## src/sv/tama_pkg.sv

```systemverilog
// Shared constants and types of the three-axis moving-average filter.
`default_nettype none

package tama_pkg;

    // Samples kept per axis in the averaging window
    localparam int WINDOW_DEPTH = 16;

    // Width of one rate sample or mean
    localparam int DATA_W = 24;
    // Ring index width
    localparam int POS_W  = (WINDOW_DEPTH > 1) ? $clog2(WINDOW_DEPTH) : 1;
    // Running sum width: never overflows for a full window
    localparam int SUM_W  = DATA_W + $clog2(WINDOW_DEPTH);
    // Divisor width: holds 1 .. WINDOW_DEPTH
    localparam int CNT_W  = $clog2(WINDOW_DEPTH + 1);
    // Width of the divide step counter
    localparam int STEP_W = $clog2(SUM_W);
    // Number of axes
    localparam int AXES   = 3;

    // Control from the sequencer to each serial divider
    typedef struct packed {
        logic load;   // take the sum, form its magnitude, clear remainder
        logic step;   // retire one quotient bit
    } t_div_ctl;

endpackage

`default_nettype wire

```

## src/sv/tama_in_if.sv

```systemverilog
// Sample channel: valid/ready handshake carrying one three-axis rate request.
`default_nettype none

interface tama_in_if import tama_pkg::*; ();

    logic                     valid;
    logic                     ready;
    logic signed [DATA_W-1:0] rate_x;
    logic signed [DATA_W-1:0] rate_y;
    logic signed [DATA_W-1:0] rate_z;

    modport source (output valid, output rate_x, output rate_y, output rate_z,
                    input ready);
    modport sink   (input valid, input rate_x, input rate_y, input rate_z,
                    output ready);

endinterface

`default_nettype wire

```

## src/sv/tama_out_if.sv

```systemverilog
// Mean channel: valid/ready handshake carrying one three-axis mean request.
`default_nettype none

interface tama_out_if import tama_pkg::*; ();

    logic                     valid;
    logic                     ready;
    logic signed [DATA_W-1:0] mean_x;
    logic signed [DATA_W-1:0] mean_y;
    logic signed [DATA_W-1:0] mean_z;

    modport source (output valid, output mean_x, output mean_y, output mean_z,
                    input ready);
    modport sink   (input valid, input mean_x, input mean_y, input mean_z,
                    output ready);

endinterface

`default_nettype wire

```

## src/sv/tama_ram.sv

```systemverilog
// Generic single-write, single-read RAM with registered read data.
`default_nettype none

module tama_ram #(
    parameter int WIDTH = 8,
    parameter int DEPTH = 16
) (
    input  wire logic                                  i_clk,
    input  wire logic                                  i_we,
    input  wire logic [((DEPTH > 1) ? $clog2(DEPTH) : 1)-1:0] i_waddr,
    input  wire logic [WIDTH-1:0]                      i_wdata,
    input  wire logic [((DEPTH > 1) ? $clog2(DEPTH) : 1)-1:0] i_raddr,
    output logic      [WIDTH-1:0]                      o_rdata
);

    logic [WIDTH-1:0] r_mem [DEPTH];

    // Write port and registered read port
    always_ff @(posedge i_clk) begin
        if (i_we) begin
            r_mem[i_waddr] <= i_wdata;
        end
        o_rdata <= r_mem[i_raddr];
    end

endmodule

`default_nettype wire

```

## src/sv/tama_div.sv

```systemverilog
// Bit-serial signed divider: running sum by sample count, truncating toward zero.
`default_nettype none

module tama_div import tama_pkg::*; (
    input  wire logic                     i_clk,
    input  wire t_div_ctl                 i_ctl,
    input  wire logic signed [SUM_W-1:0]  i_sum,
    input  wire logic [CNT_W-1:0]         i_count,
    output logic signed [DATA_W-1:0]      o_quot
);

    logic [SUM_W-1:0] r_dvd;    // dividend shifts out at top, quotient in at bottom
    logic [CNT_W-1:0] r_rem;
    logic             r_neg;

    logic [SUM_W-1:0] w_mag;
    logic [CNT_W:0]   w_trial;
    logic [CNT_W:0]   w_diff;
    logic             w_ge;
    logic [SUM_W-1:0] w_sres;

    // Magnitude of the sum; the most negative value maps to its unsigned size
    assign w_mag = i_sum[SUM_W-1] ? (~i_sum + 1'b1) : i_sum;

    // One restoring step: bring down the next dividend bit, try subtracting
    assign w_trial = {r_rem, r_dvd[SUM_W-1]};
    assign w_ge    = (w_trial >= {1'b0, i_count});
    assign w_diff  = w_trial - {1'b0, i_count};

    always_ff @(posedge i_clk) begin
        if (i_ctl.load) begin
            r_dvd <= w_mag;
            r_rem <= '0;
            r_neg <= i_sum[SUM_W-1];
        end else if (i_ctl.step) begin
            r_dvd <= {r_dvd[SUM_W-2:0], w_ge};
            r_rem <= w_ge ? w_diff[CNT_W-1:0] : w_trial[CNT_W-1:0];
        end
    end

    // Restore the sign of the quotient; the mean always fits the field
    assign w_sres = r_neg ? (~r_dvd + 1'b1) : r_dvd;
    assign o_quot = signed'(w_sres[DATA_W-1:0]);

endmodule

`default_nettype wire

```

## src/sv/three_axis_moving_average_core.sv

```systemverilog
// Top level of the three-axis moving-average filter.
//
// Usage:
//   i_smp carries one request of three signed 24-bit rate samples (x, y, z).
//   o_avg carries one request of three signed 24-bit means, one per sample.
//   Each axis keeps a ring window of WINDOW_DEPTH samples and a running sum.
//   Until the window has filled, the mean divides by the samples seen so far;
//   afterwards by WINDOW_DEPTH. Division truncates toward zero.
// Timing:
//   One sample at a time. After a sample is taken, the sum is updated, the
//   dividers are loaded, the bit-serial divide runs (the three axes side by
//   side), and the mean is registered once the output register is free.
//   Only then does the filter return to idle and take the next sample.
// Reset (i_rst_n low, synchronous): sums, ring position and full flag clear;
//   window entries not yet written since reset count as zero.
// Stall: the mean waits in the output register; the next sample is still
//   taken and processed, and its mean waits in the dividers until the
//   output register frees up.
`default_nettype none

module three_axis_moving_average_core import tama_pkg::*; (
    input  wire logic i_clk,
    input  wire logic i_rst_n,
    tama_in_if.sink   i_smp,
    tama_out_if.source o_avg
);

    typedef enum logic [2:0] {
        S_IDLE,
        S_LOAD,
        S_PREP,
        S_DIV,
        S_DONE
    } t_state;

    t_state                   r_state;
    logic [POS_W-1:0]         r_pos;
    logic                     r_full;
    logic [CNT_W-1:0]         r_count;
    logic [STEP_W-1:0]        r_bit;
    logic                     r_ovalid;
    logic signed [SUM_W-1:0]  r_sum  [AXES];
    logic signed [DATA_W-1:0] r_samp [AXES];
    logic signed [DATA_W-1:0] r_mean [AXES];

    logic signed [SUM_W-1:0]  n_sum  [AXES];
    logic [POS_W-1:0]         n_pos;
    logic                     n_full;
    logic [CNT_W-1:0]         n_count;

    logic                     w_wrap;
    logic [AXES*DATA_W-1:0]   w_rd;
    logic signed [DATA_W-1:0] w_old  [AXES];
    logic signed [DATA_W-1:0] w_quot [AXES];
    t_div_ctl                 w_ctl;

    // Window storage, all three axes in one word
    tama_ram #(
        .WIDTH (AXES * DATA_W),
        .DEPTH (WINDOW_DEPTH)
    ) u_window (
        .i_clk   (i_clk),
        .i_we    (r_state == S_LOAD),
        .i_waddr (r_pos),
        .i_wdata ({r_samp[2], r_samp[1], r_samp[0]}),
        .i_raddr (r_pos),
        .o_rdata (w_rd)
    );

    // Oldest value leaving the window; unwritten entries count as zero
    always_comb begin
        for (int a = 0; a < AXES; a++) begin
            w_old[a] = r_full ? signed'(w_rd[a*DATA_W +: DATA_W]) : '0;
            n_sum[a] = r_sum[a] - SUM_W'(w_old[a]) + SUM_W'(r_samp[a]);
        end
    end

    // Ring advance and divisor for this sample
    assign w_wrap  = (r_pos == POS_W'(WINDOW_DEPTH - 1));
    assign n_pos   = w_wrap ? '0 : r_pos + 1'b1;
    assign n_full  = r_full | w_wrap;
    assign n_count = n_full ? CNT_W'(WINDOW_DEPTH) : CNT_W'(n_pos);

    // Divider control
    assign w_ctl.load = (r_state == S_PREP);
    assign w_ctl.step = (r_state == S_DIV);

    for (genvar g = 0; g < AXES; g++) begin : g_axis
        tama_div u_div (
            .i_clk   (i_clk),
            .i_ctl   (w_ctl),
            .i_sum   (r_sum[g]),
            .i_count (r_count),
            .o_quot  (w_quot[g])
        );
    end

    // Sequencer, filter state and output register
    always_ff @(posedge i_clk) begin
        if (!i_rst_n) begin
            r_state  <= S_IDLE;
            r_pos    <= '0;
            r_full   <= 1'b0;
            r_ovalid <= 1'b0;
            for (int a = 0; a < AXES; a++) begin
                r_sum[a] <= '0;
            end
        end else begin
            // Output valid: set as a mean is registered, cleared as it is taken
            if (r_state == S_DONE && (!r_ovalid || o_avg.ready)) begin
                r_ovalid <= 1'b1;
            end else if (r_ovalid && o_avg.ready) begin
                r_ovalid <= 1'b0;
            end
            unique case (r_state)
                S_IDLE: begin
                    if (i_smp.valid) begin
                        r_samp[0] <= i_smp.rate_x;
                        r_samp[1] <= i_smp.rate_y;
                        r_samp[2] <= i_smp.rate_z;
                        r_state   <= S_LOAD;
                    end
                end
                S_LOAD: begin
                    for (int a = 0; a < AXES; a++) begin
                        r_sum[a] <= n_sum[a];
                    end
                    r_pos   <= n_pos;
                    r_full  <= n_full;
                    r_count <= n_count;
                    r_state <= S_PREP;
                end
                S_PREP: begin
                    r_bit   <= STEP_W'(SUM_W - 1);
                    r_state <= S_DIV;
                end
                S_DIV: begin
                    if (r_bit != '0) begin
                        r_bit <= r_bit - 1'b1;
                    end else begin
                        r_state <= S_DONE;
                    end
                end
                S_DONE: begin
                    if (!r_ovalid || o_avg.ready) begin
                        for (int a = 0; a < AXES; a++) begin
                            r_mean[a] <= w_quot[a];
                        end
                        r_state  <= S_IDLE;
                    end
                end
                default: r_state <= S_IDLE;
            endcase
        end
    end

    // Ports
    assign i_smp.ready  = (r_state == S_IDLE);
    assign o_avg.valid  = r_ovalid;
    assign o_avg.mean_x = r_mean[0];
    assign o_avg.mean_y = r_mean[1];
    assign o_avg.mean_z = r_mean[2];

`ifndef SYNTHESIS
    // Divisor is never zero and never above the window depth while dividing
    a_count_range: assert property (@(posedge i_clk) disable iff (!i_rst_n)
        (r_state == S_DIV) |-> (r_count != '0 && r_count <= CNT_W'(WINDOW_DEPTH)))
        else $error("divisor out of range during divide");

    // Before the window fills, the divisor equals the ring position
    a_count_pos: assert property (@(posedge i_clk) disable iff (!i_rst_n)
        (r_state == S_DIV && !r_full) |-> (r_count == CNT_W'(r_pos)))
        else $error("divisor does not match samples seen");

    // Once full, the window stays full until reset
    a_full_sticky: assert property (@(posedge i_clk) disable iff (!i_rst_n)
        r_full |=> r_full)
        else $error("window full flag dropped");
`endif

endmodule

`default_nettype wire
```

## src/flat_wrapper.sv

```systemverilog
// flat-port wrapper written by rule: the top's interface ports become plain ports
module three_axis_moving_average_core_flat import tama_pkg::*;
  (i_clk, i_rst_n, i_smp_valid, i_smp_rate_x, i_smp_rate_y, i_smp_rate_z, i_smp_ready, o_avg_valid, o_avg_mean_x, o_avg_mean_y, o_avg_mean_z, o_avg_ready);
  tama_in_if i_smp_i ();
  tama_out_if o_avg_i ();
  input  wire logic i_clk;
  input  wire logic i_rst_n;
  input wire logic [$bits(i_smp_i.valid)-1:0] i_smp_valid;
  input wire logic [$bits(i_smp_i.rate_x)-1:0] i_smp_rate_x;
  input wire logic [$bits(i_smp_i.rate_y)-1:0] i_smp_rate_y;
  input wire logic [$bits(i_smp_i.rate_z)-1:0] i_smp_rate_z;
  output wire logic [$bits(i_smp_i.ready)-1:0] i_smp_ready;
  output wire logic [$bits(o_avg_i.valid)-1:0] o_avg_valid;
  output wire logic [$bits(o_avg_i.mean_x)-1:0] o_avg_mean_x;
  output wire logic [$bits(o_avg_i.mean_y)-1:0] o_avg_mean_y;
  output wire logic [$bits(o_avg_i.mean_z)-1:0] o_avg_mean_z;
  input wire logic [$bits(o_avg_i.ready)-1:0] o_avg_ready;
  assign i_smp_i.valid = i_smp_valid;
  assign i_smp_i.rate_x = i_smp_rate_x;
  assign i_smp_i.rate_y = i_smp_rate_y;
  assign i_smp_i.rate_z = i_smp_rate_z;
  assign i_smp_ready = i_smp_i.ready;
  assign o_avg_valid = o_avg_i.valid;
  assign o_avg_mean_x = o_avg_i.mean_x;
  assign o_avg_mean_y = o_avg_i.mean_y;
  assign o_avg_mean_z = o_avg_i.mean_z;
  assign o_avg_i.ready = o_avg_ready;
  three_axis_moving_average_core u_core (.i_clk(i_clk), .i_rst_n(i_rst_n), .i_smp(i_smp_i), .o_avg(o_avg_i));
endmodule
```

## config.mk

```make
export PLATFORM = sky130hd
export DESIGN_NAME = three_axis_moving_average_core_flat
export DESIGN_NICKNAME = d
export VERILOG_FILES = /design/src/sv/tama_pkg.sv /design/src/sv/tama_in_if.sv /design/src/sv/tama_out_if.sv /design/src/sv/tama_ram.sv /design/src/sv/tama_div.sv /design/src/sv/three_axis_moving_average_core.sv /design/src/flat_wrapper.sv
export SDC_FILE = /design/constraint.sdc
export NUM_CORES = 2
export LEC_CHECK = 0
export ABC_CLOCK_PERIOD_IN_PS = 10100
export BUFFER_PORTS_ARGS = -buffer_cell sky130_fd_sc_hd__buf_2
export CORE_MARGIN = 2
export CORE_UTILIZATION = 50
export CTS_CLUSTER_DIAMETER = 60
export DETAILED_ROUTE_END_ITERATION = 10
export PLACE_DENSITY_LB_ADDON = 0.2
export SLEW_MARGIN = 20
export SYNTH_ARGS = -nofsm -noshare
export SYNTH_HDL_FRONTEND = slang
export SYNTH_SLANG_ARGS = --single-unit
export TNS_END_PERCENT = 50
```

## constraint.sdc

```tcl
create_clock -name i_clk -period 10.1 [get_ports i_clk]
set_input_delay 0 -clock i_clk [delete_from_list [all_inputs] [get_ports i_clk]]
set_output_delay 0 -clock i_clk [all_outputs]
set_load 0.005 [all_outputs]
```

==> summary.md <==
| Metric | Value |
|---|---|
| Gr ovfl total | 0 |
| First-pass GRT wire length | 224 mm |
| R2R depth | 14 |
| Primary FF master, synth | edfxtp_1 |
| Final wirelength | 150 mm |
| Placement Cell Area | 0.0708 sq mm |
| Top Ports | 150 |
| DIE WIDTH | 372 um |
| Synth area leaders | edfxtp_1 (65%), mux4_2 (12%), dfxtp_1 (2.8%) |
| Most common library cells after synthesis | edfxtp_1 (1477), inv_1 (361), mux4_2 (360) |
| Initial antenna violation count | 11 |
| Clock Path Buffers | 3 |
| Cell count after synthesis | 4053 |
| Die area | 0.139 sq mm |
| TritonCTS clock tree | done |
| Hold_sp | o_avg_ready |
| Worst setup EP type | flip-flop |
| Post-layout minimum cycle time | 4.22 ns |
| Final Max Tran Viols | 0 |
| H-tree depth | 4 |
| Dpl hpwl | 90.1 mm |
| Pwr/cell area | 198 mW/mm^2 |
| R2r startpoint | u_core.r_full |
| Fraction of layout cells with a size suffix above 1 | 0.187 |
| Worst hold path endpoint | u_core.r_state[2] |
| Vias per cell | 5.62 |
| Critical Path RT | 10.72 ns |
| Core box area | 0.135 sq mm |
| PortBufs | 149 |
| Clock Sinks | 1573 |
| Die Span Y | 372 um |
| Critical R2R Capture | u_core.r_sum[0][26] |
| Worst Setup SP | u_core.r_full |
| Count of final setup violators | 0 |
| Global Route Usage Sum | 0.220 |
| Mapped cell area | 0.0679 sq mm |
| Initial Utilization | 0.502 |
| CTS Buf Count | 164 |
| Syn nets | 4323 |
| Top-area cell type share of the netlist area | 0.654 |
| Vias in the first global route | 35200 |
| Post-DR wirelength/cell | 23.7 um |
| Later-pin clock latency in the skew report | 0.81 ns |
| Largest net degree at the start of global routing | 138 |
| FF+latch count, synth | 1573 |
| Vias | 35600 |
| Post-CTS setup buffers | 0 |
| TritonRoute pass-1 iters | 8 |
| Post-synthesis async set-or-reset flop share | 0 |
| Worst-margin pin slew | 1.05 ns |
| # rows | 135 |
| R2R setup slack | 5.88 ns |
| FMAX | 237 MHz |
| Clock Tree Root | clkbuf_16 |
| Crit Path Max Fanout | 42 |
| Min-Delay Path Class | input pin to flip-flop |
| Sum of negative setup slack | 0 ns |
| Worst Path Arrival | 4.84 ns |
| Final instance area | 0.0778 sq mm |
| Hold-critical path depth | 5 |
| Max VDD drop | 138 uV |
| Initial DRC Count | 3339 |
| Antenna viol nets, final | 0 |
| Routability cong. | 0.872 |
| Max-cap check violation count | 0 |
| Slew HR | 0.299 |
| Cell variety after synth | 71 |
| RSZ-0062 raised after global routing | false |
| Fillers | 10300 |
| Avg Cell Area, Syn | 16.7 sq um |
| Layout Nets | 4686 |
| Area Overhead vs Synth | 14.6% |
| Remaining DRCs | 0 |
| CP startpoint kind | flip-flop |
| Tcrit/Tclk final | 0.418 |
| Critical path class | flip-flop to flip-flop |
| Leak | 0.0265 uW |
| Outcome | complete, no violations |
| Clock Skew | 0.0348 ns |
| Cell with the most instances after synthesis | edfxtp_1 |
| Clock slew at reported path FFs | 0.06 ns |
| Register area share after synthesis | 0.682 |
| Final Hold Fails | 0 |
| Post-synth EDFFs | 1477 |
| Ys Warns | 0 |
| Yosys top cell by area | edfxtp_1 |
## cells by family (layout without fill, tap and decap cells)
logic type,after synthesis,after routing,synth area share
adder cells (fa/ha/maj),194,194,0.0451
AO/OA/AOI/OAI,520,520,0.0472
buffers and inverters,514,1012,0.0284
XOR/XNOR,207,207,0.0267
multiplexers,372,372,0.121
flip-flops,1573,1573,0.682
AND/OR/NAND/NOR,673,673,0.0494
other,0,1,0
## critical path: stages (launching register included)
cell and delay (ns):
dfxtp_2 0.66, buf_4 0.37, and2_1 0.18, ha_1 0.23
inv_1 0.06, ha_1 0.18, inv_1 0.07, fa_1 0.44
nand2b_1 0.17, a21oi_1 0.20, o2111ai_1 0.19, o21ai_0 0.56
a31oi_1 0.26, o211ai_1 0.24, mux2i_1 0.22
## where the power goes
part           internal (uW)  switching, uW
clock network           3560           2460
registers               7340            212
logic                    797            993
total                  11700           3660
## placed cells by master, fill, tap and decap left out, drive strengths merged, types with 43 or more instances in the layout
cell / n
o21ai: 202
clkbuf: 220
nor2: 131
and2: 83
a21o: 46
fa: 84
dlygate4sd3: 150
nand2: 218
dfxtp: 96
mux4: 360
inv: 370
buf: 199
edfxtp: 1477
nor3: 43
xnor2: 167
o31ai: 45
a21oi: 103
ha: 110
clkinv: 54
## timing repair
| item | in CTS | in global routing |
|---|---|---|
| setup endpoints to repair | 0 | 0 |
| gates resized for setup | 0 | 0 |
| hold buffers | 150 | 0 |
| endpoints found under the hold margin | 91 | 0 |
## per-layer routing
layer | GRT usage | wire length [um] | part of all wire
met5 | 0 | 21 | 0.00014
met4 | 0.0490 | 2000 | 0.013
met3 | 0.0554 | 13100 | 0.087
met2 | 0.328 | 67600 | 0.45
met1 | 0.329 | 67700 | 0.45
## sequential cells by signal, indices dropped and copies added (netlist names)
| name | count |
|---|---|
| u_core.r_sum | 84 |
| u_core.r_pos | 4 |
| u_core.o_avg.valid | 1 |
| u_core.g_axis.u_div.r_neg | 3 |
| u_core.g_axis.u_div.r_dvd | 84 |
| u_core.r_bit | 5 |
| u_core.r_full | 1 |
| u_core.r_count | 5 |
| u_core.u_window.o_rdata | 72 |
| u_core.g_axis.u_div.r_rem | 15 |
| u_core.r_samp | 72 |
| u_core.r_mean | 72 |
| u_core.u_window.r_mem | 1152 |
| u_core.r_state | 3 |
## per-stage QoR
step | utilization | worst slack, ns | total power (uW) | hold slack (ns) | std cells
6_report | 0.576 | 5.88 | 15400 | 0.238 | 6333
4_1_cts | 0.576 | 5.81 | 15500 | 0.170 | 6332
3_5_place_dp | 0.524 | 5.83 | 9430 | 0.178 | 5881
2_1_floorplan | - | 3.31 | 8950 | 0.0989 | 4053
3_3_place_gp | 0.524 | 5.83 | 9420 | 0.176 | 5881
5_1_grt | 0.576 | 5.41 | 16000 | 0.245 | 6332
## worst max-delay path by stage
stage,endpoint,slack (ns),cells past startpoint
after CTS,u_core.u_window.r_mem[11][18],5.81,6
final,u_core.r_sum[0][26],5.88,14
after global routing,u_core.r_sum[0][26],5.41,14
after detailed placement,u_core.u_window.r_mem[11][12],5.83,6
after global placement,u_core.u_window.r_mem[11][16],5.83,6
after floorplan,u_core.u_window.r_mem[0][0],3.31,7
## area by class of cell
cell class	instances	area, sq um	area share
Sequential cell	1573	46300	0.595
Clock inverter	81	882	0.0113
Tap cell	1781	2230	0.0287
Inverter	362	1360	0.0175
Multi-Input combinational cell	1966	19800	0.255
Clock buffer	220	4550	0.0585
Timing Repair Buffer	349	2660	0.0342
Antenna cell	1	2.50	0.0000322
No activity file was read; power rests on OpenSTA's default activity.
